`config.mk`:
```
export PLATFORM = sky130hd
export DESIGN_NAME = boxds_outq
export DESIGN_NICKNAME = d
export VERILOG_FILES = /design/src/boxds_pkg.sv /design/src/boxds_outq.sv
export SDC_FILE = /design/constraint.sdc
export NUM_CORES = 1
export LEC_CHECK = 0
export BUFFER_PORTS_ARGS = -buffer_cell sky130_fd_sc_hd__buf_2
export CAP_MARGIN = 30
export CORE_UTILIZATION = 42
export CTS_CLUSTER_DIAMETER = 50
export DETAILED_ROUTE_END_ITERATION = 16
export PLACE_DENSITY = 0.69
export SLEW_MARGIN = 20
export SYNTH_ARGS = -nofsm -noshare
export SYNTH_HDL_FRONTEND = slang
export SYNTH_SLANG_ARGS = --single-unit
```
`constraint.sdc`:
```
create_clock -name i_clk -period 1.8 [get_ports i_clk]
set_input_delay 0.36 -clock i_clk [delete_from_list [all_inputs] [get_ports i_clk]]
set_output_delay 0.36 -clock i_clk [all_outputs]
set_load 0.02 [all_outputs]
```
`src/boxds_pkg.sv`:
```
// Shared constants and types for the box average downscaler.
`timescale 1ns / 1ps

package boxds_pkg;

    localparam int MAX_LINE_WIDTH = 4096;
    localparam int BLOCK_HEIGHT   = 4;
    localparam int STORE_DEPTH    = MAX_LINE_WIDTH / 4;
    localparam int ADDR_W         = $clog2(STORE_DEPTH);
    localparam int COL_W          = $clog2(MAX_LINE_WIDTH);
    localparam int LW_W           = 13;
    localparam int PIX_W          = 8;
    localparam int HSUM_W         = 11;
    localparam int SUM_W          = 13;
    localparam int MEAN_W         = 13;
    localparam int BAND_W         = $clog2(BLOCK_HEIGHT);
    localparam int OUTQ_DEPTH     = 3;
    localparam int OUTQ_PTR_W     = $clog2(OUTQ_DEPTH);
    localparam int OUTQ_CNT_W     = $clog2(OUTQ_DEPTH + 1);

    localparam logic [LW_W-1:0] LINE_WIDTH_RESET = LW_W'(640);

    typedef enum logic {
        REG_LINE_WIDTH = 1'b0,
        REG_BLOCK_MODE = 1'b1
    } t_reg_index;

    typedef struct packed {
        logic [MEAN_W-1:0] block_mean;
        logic              row_end;
    } t_result;

endpackage

```
`src/boxds_outq.sv`:
```
// Small result queue that decouples the output handshake from the pipeline.
`timescale 1ns / 1ps

module boxds_outq (
    input  logic                                i_clk,
    input  logic                                i_rst_n,
    input  logic                                i_push,
    input  boxds_pkg::t_result                  i_data,
    output logic                                o_valid,
    input  logic                                i_ready,
    output boxds_pkg::t_result                  o_data,
    output logic [boxds_pkg::OUTQ_CNT_W-1:0]    o_count
);

    import boxds_pkg::*;

    t_result                 r_mem [OUTQ_DEPTH];
    logic [OUTQ_PTR_W-1:0]   r_wptr;
    logic [OUTQ_PTR_W-1:0]   r_rptr;
    logic [OUTQ_CNT_W-1:0]   r_count;
    logic                    pop;

    assign o_valid = (r_count != '0);
    assign pop     = o_valid && i_ready;
    assign o_data  = r_mem[r_rptr];
    assign o_count = r_count;

    always_ff @(posedge i_clk) begin
        if (i_push) begin
            r_mem[r_wptr] <= i_data;
        end
        if (!i_rst_n) begin
            r_wptr  <= '0;
            r_rptr  <= '0;
            r_count <= '0;
        end else begin
            if (i_push) begin
                r_wptr <= (r_wptr == OUTQ_PTR_W'(OUTQ_DEPTH - 1)) ? '0 : r_wptr + 1'b1;
            end
            if (pop) begin
                r_rptr <= (r_rptr == OUTQ_PTR_W'(OUTQ_DEPTH - 1)) ? '0 : r_rptr + 1'b1;
            end
            if (i_push && !pop) begin
                r_count <= r_count + 1'b1;
            end else if (!i_push && pop) begin
                r_count <= r_count - 1'b1;
            end
        end
    end

    a_no_overflow: assert property (@(posedge i_clk) disable iff (!i_rst_n)
        i_push && !pop |-> r_count < OUTQ_CNT_W'(OUTQ_DEPTH))
        else $error("result queue overflow");

    a_no_underflow: assert property (@(posedge i_clk) disable iff (!i_rst_n)
        pop |-> r_count != '0)
        else $error("result queue underflow");

    a_count_bound: assert property (@(posedge i_clk) disable iff (!i_rst_n)
        r_count <= OUTQ_CNT_W'(OUTQ_DEPTH))
        else $error("result queue count out of range");

endmodule

```
# After elaboration in Yosys (flattened, before gate mapping)
# Memories as Yosys holds them, arrays and structs flattened. A register that Yosys moved wholly into a read port is not among the register bits.
# Index checks and enable logic that the tools add are counted.
# totals
out_inout_bits	17
n_memories	1
mem_bits_rw	42
reg_bits	6
# memory_table
memory	words	word_bits	rd	rd_clocked_by_memory_dff	wr	line	rtl
r_mem	3	14	1	1	1	boxds_outq.sv:17	t_result r_mem [OUTQ_DEPTH];
# classes
n_eq_ne	2
n_addsub	4
n_mux	8
n_reduce_logical	7
# ops
cell	count
2-bit two-way mux	6
2-bit by 1-bit adder with 2-bit output, second input constant	3
2-bit equality test, second input constant	2
2-bit nonzero test	2
1-bit logical AND	3
1-bit logical NOT	2
1-bit two-way mux	2
2-bit by 1-bit subtractor with 2-bit output, second input constant	1

# Logic depth before layout (Yosys ltp)
# Gate-level depths: netlist of run 1.
# logic_depth
ltp_word	5
ltp_mapped	5
ltp_nobuf	5

# Worst setup path before layout of run 1
# OpenSTA, ideal clock, no wires.
# synth_timing
path_type	input to register
from	input port i_push
to	memory r_mem[0][0] (netlist name), enable pin
arrival_ps	1509
stages	1
setup_time_ps	409
setup_slack_ps	-118
path_buffers	0
cell_sequence	nor3b_1
# synth_between
elab_chain_cells	2
# synth_rtl
element	line	rtl
start, declared	boxds_outq.sv:7	input logic i_push,
1-bit two-way mux	boxds_outq.sv:29	if (i_push) begin
1-bit two-way mux (implied by the code)	boxds_outq.sv:30	r_mem[r_wptr] <= i_data;
end, declared	boxds_outq.sv:17	
# Every way passes these cells.

==> metrics.cfg, run 1 <==
[power]
pwr-share-comb = 0.237
peakVddDrop_mv = 0.8203
finalPower_uw = 3035
clkPwrFrac = 0.302
power_density_nw_per_um2 = 1340
switching_share = 0.2797
p_sw_uw = 849.1
pwr-share-seq = 0.461
p_leak_uw = 0.0008158
p_int_uw = 2186

[status]
status = finished, final reports clean

[synthesis]
yosys.area_share.simple = 0.06899
synth_cell_types = 22
netlist_instances = 121
yosys.area_share.xor_xnor = 0.009377
ys_seq_elements = 50
muxShareOfSynthArea = 0.07502
yosysMostFrequentCell = edfxtp_1
synth_area_um2 = 1868
synth_common_cells = edfxtp_1, nand2_1, mux2i_1, o21ai_1, dfxtp_1
synth_ff_type = edfxtp_1
synth_edf_count = 42
synth_top_family_by_area = multiplexers
yosys_warnings = 0
syn_area_per_cell_um2 = 15.44
syn_nets = 140
yosys.area.top_type = edfxtp_1
yosysSeqAreaShare = 0.7609
synthAdderAreaFrac = 0.006698
synthArstFlopShare = 0
synth_compound_area_frac = 0.06497
ys_top_cells_by_area = edfxtp_1, dfxtp_1, mux2i_1
synth_top_area_frac = 0.6752

[drt]
top_layer = met4
vias = 1073
drt-vias-per-instance = 5.014
postRouteAntennaNets = 0
drt_iter0_markers = 48
dr.pass1.iters = 4
wl_met1_um = 1214
met3WireLength_um = 138
wl_met2_um = 1755
drc_errors = 0
drt_wl_total_um = 3155
avgRoutedWirePerCell_um = 14.74

[clock_tree]
cts_resized = 0
clk_latency_ns = 0.30
cts_max_level = 2
postCtsSetupRepairBufs = 0
cts_tree = built
clkSinkCount = 50
cts_buffer_depth = 2
clock-root-buffer = clkbuf_8
path_clk_slew_ns = 0.09
cts_made_buffers = 5
postCtsHoldBufs = 0

[floorplanning]
die_w_um = 68.69
rows = 23
die_area_um2 = 4718
core_area_um2 = 4144
die-height_um = 68.69
io_pins = 35
start_util = 0.4508

[setup_path]
cp-start-kind = register
cp_slowest_cell = dfxtp_1
worst-path-buf-inv = 2
crit_fanout = 14
cp-end-kind = output port
cpLargestDelayFamily = buffers and inverters
critPathArrivalTime_ns = 1.34
cp_slowest_stage_delay_ns = 0.34
critPathKind = register to output port
worstPathRequired_ns = 1.44
path_cells = buf_6 > mux2i_1 > o21ai_1 > buf_2

[timing]
post-route-min-period_ns = 1.704
setup_viol = 0
maxSlewHeadroom = 0.8589
timing.final.crit_share = 0.9466
setup_slack_ns = 0.09606
hold_viol_final = 0
finalSetupTns_ns = 0
drv_slew = 0
rsz0062_at_grt = false
max_freq_mhz = 586.9
finalClockSkew_ns = 0.004396
worstMarginPinSlew_ns = 0.2094

[global_route]
grt_max_degree = 17
grt_antenna_before_repair = 0
grt_pass1_wl_um = 4602
grt_pass1_vias = 1000
grt_use_total = 0.1453
grt-ovfl-total = 0

[finish]
multiInputGateArea_um2 = 425.4
drive_above_1_share = 0.3049
layout.nets = 182
seq_area_um2 = 1421
antenna_cells = 0
fill_cells = 366
final_util = 0.5468
synthToLayoutAreaGrowth_pct = 21.30

[min_path]
hp-class = input pin to register

[place]
portBuffers = 34
dp_hpwl_um = 2121
gp_congestion = 0.7236
pre_cts_ws_ns = 0.3272

[flow_run]
maxCapViolCount = 0

cells in the final DEF, fill, tap and decap left out:
master / count
a21boi_1: 3
and2_1: 1
buf_2: 34
buf_4: 5
buf_6: 1
bufinv_16: 2
clkbuf_8: 5
clkinv_4: 1
dfxtp_1: 8
edfxtp_1: 42
ha_1: 1
mux2i_1: 14
nand2_1: 18
nor2_1: 2
nor2b_1: 2
nor3b_2: 1
o21a_1: 2
o21ai_0: 1
o21ai_1: 14
o21ai_2: 1
or2_1: 1
or3_1: 2
or3b_1: 1
xnor2_1: 1
xor2_1: 1
cell type report:
| cell class | count | area share |
|---|---|---|
| clock buffer | 5 | 0.03037 |
| tap | 50 | 0.02761 |
| timing repair buffer | 40 | 0.09663 |
| clock inverter | 3 | 0.03037 |
| multi-input combinational | 66 | 0.1877 |
| sequential | 50 | 0.6273 |
stage by stage:
step           hold WS [ns]  cells  area [um2]
6_report             0.2494    214        2266
5_1_grt              0.2371    214        2266
4_1_cts              0.2430    214        2262
3_5_place_dp         0.4758    206        2125
3_3_place_gp         0.4701    206        2125
2_1_floorplan        0.4505    121        1873
per-layer routing:
layer / vias to the layer above / global-route usage
met5: - / 0
met4: 0 / 0.06122
met3: 7 / 0.05099
met2: 25 / 0.2782
met1: 514 / 0.1382
li1: 527 / -
flip-flops by register name (all words and copies together), names as in the netlist, named ones only:
signal / cells
o_count: 2
r_wptr: 2
r_rptr: 2
r_mem: 42
kinds of logic (layout without fill, tap and decap cells):
logic type                 count (synthesis)  after routing
and+or+nand+nor                           28             28
buffers and inverters                      5             48
muxes                                     14             14
xor gates and xnor gates                   2              2
DFF                                       50             50
adders and majority gates                  1              1
AOI/OAI and AO/OA                         21             21
power by group through the flow:
stage          logic (uW)  registers (uW)  clock network [uW]
3_3_place_gp          694            1420                   0
3_5_place_dp          720            1420                   0
2_1_floorplan         472            1440                   0
5_1_grt               781            1410                 975
4_1_cts               722            1400                 932
6_report              720            1400                 916
path summary, 6_finish.rpt:
kind | start | to | slack (ns) | cells past startpoint
worst min-delay path | i_data[6] | r_mem[0][6] | 0.25 | 1
worst max register to register | o_count[0] | o_count[1] | 0.30 | 4
worst min register to register | r_rptr[0] | r_rptr[0] | 0.50 | 2
worst max-delay path | register | o_data[6] | 0.1 | 4
Power figures use the tool's default switching activity.
==> inputs of run 2 (changes only) <==
--- a/config.mk
+++ b/config.mk
@@ -10,7 +10,7 @@
 export CORE_UTILIZATION = 42
 export CTS_CLUSTER_DIAMETER = 50
 export DETAILED_ROUTE_END_ITERATION = 16
-export PLACE_DENSITY = 0.69
+export PLACE_DENSITY = 0.66
 export SLEW_MARGIN = 20
 export SYNTH_ARGS = -nofsm -noshare
 export SYNTH_HDL_FRONTEND = slang
==> metrics.cfg, run 2 (synthesis results as in run 1) <==
[floorplanning]
rows = 23  ; unchanged
die_area_um2 = 4718  ; unchanged
die-height_um = 68.69  ; unchanged
core_area_um2 = 4144  ; unchanged
die_w_um = 68.69  ; unchanged
io_pins = 35  ; unchanged
start_util = 0.4508  ; unchanged

[setup_path]
cp_slowest_stage_delay_ns = 0.33  ; about the same
path_cells = buf_6 > mux2i_1 > o21ai_1 > buf_2
worstPathRequired_ns = 1.44  ; about the same
cp_slowest_cell = dfxtp_1
cp-start-kind = register
critPathKind = register to output port
critPathArrivalTime_ns = 1.31  ; -0.03 ns
cp-end-kind = output port
crit_fanout = 14  ; unchanged

[finish]
largest-register = r_mem
layout.nets = 182  ; unchanged
fin_area_um2 = 2213  ; -2.3%
drive_above_1_share = 0.2988  ; -0.006098
final_util = 0.5341  ; -0.01268
largest_reg_flops = 42  ; unchanged
synthToLayoutAreaGrowth_pct = 18.49
layout_commonest_cell = edfxtp_1
antenna_cells = 0  ; unchanged
layout_common_cells = edfxtp_1, buf_2, nand2_1

[timing]
drv_slew = 0  ; unchanged
max_freq_mhz = 598.7  ; +2.0%
timing.final.crit_share = 0.9280  ; -0.01867
post-route-min-period_ns = 1.670  ; -0.03360 ns
finalClockSkew_ns = 0.004628  ; +0.0002323 ns
rsz0062_at_grt = false
setup_viol = 0  ; unchanged
finalSetupTns_ns = 0  ; unchanged
worstMarginPinSlew_ns = 0.2204  ; +0.01100 ns
hold_viol_final = 0  ; unchanged
worst_hold_slack_ns = 0.2607  ; +0.01136 ns
maxSlewHeadroom = 0.8530  ; -0.005858

[power]
pwr-share-comb = 0.260  ; +0.023
p_sw_uw = 830.3  ; -2.2%
power_density_nw_per_um2 = 1232  ; -8.1%
pwr-share-seq = 0.513  ; +0.052
clkPwrFrac = 0.227  ; -0.075
p_int_uw = 1896  ; -13%
switching_share = 0.3045  ; +0.02481
peakVddDrop_mv = 0.5559  ; -32%
p_leak_uw = 0.0007891  ; -3.3%

[global_route]
grt_pass1_vias = 1027  ; +2.7%
grt_max_degree = 17  ; unchanged
grt-ovfl-total = 0  ; unchanged
grt_antenna_before_repair = 0  ; unchanged
grt_pass1_wl_um = 4643  ; +0.89%
grt_use_total = 0.1458  ; +0.0005094

[status]
status = finished, final reports clean

[clock_tree]
cts_made_buffers = 5  ; unchanged
clkSinkCount = 50  ; unchanged
cts_tree = built
cts_max_level = 2  ; unchanged
clock-root-buffer = clkbuf_8
postCtsSetupRepairBufs = 0  ; unchanged
path_clk_slew_ns = 0.09  ; about the same
clk_latency_ns = 0.30  ; about the same
cts_buffer_depth = 2  ; unchanged

[drt]
drt_wl_total_um = 3019  ; -4.3%
vias = 1047  ; -2.4%
drt_iter0_markers = 46  ; -4.2%
drt-vias-per-instance = 4.893  ; -2.4%
drc_errors = 0  ; unchanged
dr.pass1.iters = 4  ; unchanged
avgRoutedWirePerCell_um = 14.11  ; -4.3%
postRouteAntennaNets = 0  ; unchanged

[place]
dp_hpwl_um = 2050  ; -3.3%
gp_congestion = 0.6928  ; -4.3%
portBuffers = 34  ; unchanged
place_area_um2 = 2125  ; unchanged

[flow_run]
maxCapViolCount = 0  ; unchanged

[min_path]
hp-class = input pin to register

-- run 2: worst max-delay path: cells and delay by family (launching register included) --
kind / cells / cell delay [ns]
mux: 1 / 0.22
compound gates: 1 / 0.09
buf+inv: 2 / 0.36
flops: 1 / 0.33
-- run 2: path summary, 6_finish.rpt --
check                  start     endpoint  slack [ns]  cells past startpoint
setup / recovery    register    o_data[3]        0.13                      4
hold / removal     i_data[4]  r_mem[1][4]        0.26                      1
setup reg to reg  o_count[0]   o_count[1]        0.32                      4
hold reg to reg    r_rptr[0]     register        0.50                      2
-- run 2: power groups by stage --
stage	combinational [uW]	sequential, uW	clock (uW)
6_report	710	1400	618
3_3_place_gp	695	1420	0
3_5_place_dp	715	1420	0
4_1_cts	719	1400	631
5_1_grt	778	1410	671
2_1_floorplan	472	1440	0
-- run 2: stage by stage --
step,instances,total power [uW],setup WS [ns]
final,214,2726,0.1297
after global routing,214,2859,0.04109
after CTS,214,2749,0.05609
after detailed placement,206,2139,0.3285
after global placement,206,2111,0.4118
after floorplan,121,1912,0.2961
-- run 2: final cells by class --
class	count	area (um2)
fillers	370	1931
flip-flops and latches	50	1421
multi-input cells	66	425.4
repair buffers	40	219.0
clock buffers	5	68.82
well taps	50	62.56
clock inverters	3	16.27
-- run 2: metal layers --
layer,track usage,up-vias,routed length [um]
li1,-,526,-
met1,0.1495,495,1261
met2,0.2696,24,1575
met3,0.05263,2,154
met4,0.05357,0,28
met5,0,-,0
-- run 2: repair_timing --
item,CTS,global route
endpoints found under the hold margin,0,0
setup endpoints to repair,0,1
resized for setup,0,1
hold buffers,0,0
==> inputs of run 3 (changes only) <==
--- a/config.mk
+++ b/config.mk
@@ -5,12 +5,13 @@
 export SDC_FILE = /design/constraint.sdc
 export NUM_CORES = 1
 export LEC_CHECK = 0
+export ABC_AREA = 1
 export BUFFER_PORTS_ARGS = -buffer_cell sky130_fd_sc_hd__buf_2
 export CAP_MARGIN = 30
 export CORE_UTILIZATION = 42
 export CTS_CLUSTER_DIAMETER = 50
 export DETAILED_ROUTE_END_ITERATION = 16
-export PLACE_DENSITY = 0.66
+export PLACE_DENSITY = 0.65
 export SLEW_MARGIN = 20
 export SYNTH_ARGS = -nofsm -noshare
 export SYNTH_HDL_FRONTEND = slang
==> metrics.cfg, run 3 <==
[clock_tree]
clkSinkCount = 50  ; unchanged
cts_tree = built
postCtsSetupRepairBufs = 0  ; unchanged
path_clk_slew_ns = 0.09  ; about the same
cts_made_buffers = 5  ; unchanged
cts_max_level = 2  ; unchanged
clock-root-buffer = clkbuf_8
clk_latency_ns = 0.30  ; about the same
postCtsHoldBufs = 0  ; unchanged
cts_buffer_depth = 2  ; unchanged

[drt]
drc_errors = 0  ; unchanged
avgRoutedWirePerCell_um = 13.96  ; -1.0%
top_layer = met4
drt-vias-per-instance = 4.996  ; +2.1%
vias = 1239  ; +18%
postRouteAntennaNets = 0  ; unchanged
drt_wl_total_um = 3463  ; +15%
wl_met1_um = 1356  ; +7.5%
dr.pass1.iters = 4  ; unchanged
drt_iter0_markers = 61  ; +33%
met3WireLength_um = 170  ; +10%
wl_met2_um = 1896  ; +20%

[floorplanning]
start_util = 0.4368  ; -0.01400
die-height_um = 69.29  ; +0.87%
die_w_um = 69.29  ; +0.87%
die_area_um2 = 4801  ; +1.8%
rows = 24  ; +4.3%
core_area_um2 = 4354  ; +5.1%
io_pins = 35  ; unchanged

[power]
power_density_nw_per_um2 = 1188  ; -3.6%
peakVddDrop_mv = 0.5019  ; -9.7%
p_leak_uw = 0.0009073  ; +15%

[finish]
drive_above_1_share = 0.2602  ; -0.03858
largest-register = r_mem
synthToLayoutAreaGrowth_pct = 18.49  ; about the same
layout.nets = 214  ; +18%
antenna_cells = 0  ; unchanged
largest_reg_flops = 42  ; unchanged
fill_cells = 395  ; +6.8%
layout_common_cells = edfxtp_1, buf_2, a21oi_1
finalNonFillerCells = 248  ; +16%
layout_commonest_cell = edfxtp_1

[synthesis]
ys_top_cells_by_area = edfxtp_1, dfxtp_1, a21oi_1
syn_nets = 172  ; +23%
syn_area_per_cell_um2 = 12.43  ; -19%
ys_seq_elements = 50  ; unchanged
synth_cell_types = 15  ; -32%
yosys_warnings = 0  ; unchanged
synth_top_area_frac = 0.6632  ; -0.01199
yosysSeqAreaShare = 0.7474  ; -0.01352
synth_ff_type = edfxtp_1
netlist_instances = 153  ; +26%
synth_area_um2 = 1902  ; +1.8%
yosysMostFrequentCell = edfxtp_1
synth_edf_count = 42  ; unchanged
synth_common_cells = edfxtp_1, a21oi_1, nand2_1
synthArstFlopShare = 0  ; unchanged
yosys.area.top_type = edfxtp_1

[setup_path]
critPathArrivalTime_ns = 1.29  ; -0.02 ns
crit_fanout = 11  ; -3
cp-start-kind = register
r2r-end = o_count[1]
cp_slowest_stage_delay_ns = 0.38  ; +0.05 ns
cp_slowest_cell = dfxtp_2
rrSetupSlack_ns = 0.40  ; +0.08 ns
crit_top_cell = a21oi_1
reg2reg_depth = 8  ; +4
cp_num_cells = 4  ; unchanged
worst-path-buf-inv = 2  ; unchanged
path_cells = buf_4 > a21oi_1 > a21oi_1 > buf_2
worstPathRequired_ns = 1.44  ; about the same
cpLargestDelayFamily = buffers and inverters
cp-end-kind = output port
critPathKind = register to output port
r2r_start = o_count[0]

[global_route]
grt-ovfl-total = 0  ; unchanged
grt_use_total = 0.1507  ; +0.004867
grt_pass1_vias = 1183  ; +15%
grt_max_degree = 16  ; -1
grt_antenna_before_repair = 0  ; unchanged
grt_pass1_wl_um = 5526  ; +19%

[timing]
setup_slack_ns = 0.1535  ; +0.02389 ns
post-route-min-period_ns = 1.646  ; -0.02389 ns
finalSetupTns_ns = 0  ; unchanged
maxSlewHeadroom = 0.8324  ; -0.02063
worst_hold_slack_ns = 0.2566  ; -0.004100 ns
drv_slew = 0  ; unchanged
setup_viol = 0  ; unchanged
worstMarginPinSlew_ns = 0.2510  ; +0.03058 ns
timing.final.crit_share = 0.9147  ; -0.01327
rsz0062_at_grt = false
hold_viol_final = 0  ; unchanged
finalClockSkew_ns = 0.009599  ; +0.004971 ns
max_freq_mhz = 607.4  ; +1.5%

[min_path]
whs_path_depth = 1  ; unchanged
min_to = r_mem[0][3]
hold_start = i_data[3]
hp-class = input pin to register

[place]
portBuffers = 34  ; unchanged
pre_cts_ws_ns = 0.3670  ; +0.03844 ns
dp.cells = 240  ; +17%
dp_hpwl_um = 2390  ; +17%
gp_congestion = 0.7820  ; +13%

[flow_run]
maxCapViolCount = 0  ; unchanged

[status]
status = finished, final reports clean

run 3: worst max path at each step:
stage,from,end,slack (ns)
finish,register,o_data[3],0.15
global route,register,o_data[2],0.03
CTS,register,o_data[3],0.04
detailed placement,i_ready,o_count[1],0.37
global placement,register,o_data[2],0.42
floorplan,o_count[0],o_count[1],0.42
run 3: logic make-up (layout without fill, tap and decap cells):
| logic type | count (synthesis) | count (layout) | share of synthesized area |
|---|---|---|---|
| flip-flops | 50 | 50 | 0.7474 |
| adder cells (fa/ha/maj) | 1 | 1 | 0.006578 |
| buffers and inverters | 19 | 62 | 0.05329 |
| AO/OA/AOI/OAI | 34 | 34 | 0.09211 |
| AND/OR/NAND/NOR | 49 | 49 | 0.1007 |
run 3: layout make-up:
class | count | area [um2] | area share
clock buffers | 7 | 86.33 | 0.03831
clock inverters | 1 | 30.03 | 0.01333
inverters | 15 | 56.30 | 0.02499
multi-input cells | 84 | 384.1 | 0.1705
flip-flops and latches | 50 | 1424 | 0.6319
well taps | 52 | 65.06 | 0.02887
repair buffers | 39 | 207.7 | 0.09217
run 3: worst register-to-register path, cell delays in order (launching register included):
cell     delay (ns)
dfxtp_1        0.42
o21a_1         0.22
inv_1          0.06
ha_1           0.27
inv_1          0.10
nand3_1        0.10
nand2_1        0.06
inv_1          0.03
nor2_1         0.09
run 3: routing by layer:
layer / up-vias / global-route usage
met3: 4 / 0.03634
met2: 32 / 0.2729
met4: 0 / 0.06803
met1: 592 / 0.1657
met5: - / 0
li1: 611 / -
run 3: power breakdown:
| part | internal [uW] | switching (uW) | total (uW) |
|---|---|---|---|
| Clock | 453 | 336 | 789 |
| Sequential | 1330 | 41.4 | 1370 |
| Combinational | 175 | 345 | 520 |
| Total | 1950 | 722 | 2680 |
run 3: metrics by stage:
step	cell area, um2	total power, uW	util
4_1_cts	2251	2703	0.5170
3_5_place_dp	2135	1918	0.4902
6_report	2253	2676	0.5175
3_3_place_gp	2135	1898	0.4902
5_1_grt	2253	2787	0.5175
2_1_floorplan	1907	1748	-
run 3: what timing repair did:
| item | CTS | global route |
|---|---|---|
| endpoints found under the hold margin | 0 | 0 |
| gates resized for setup | 0 | 2 |
| endpoints found under the setup margin | 0 | 6 |
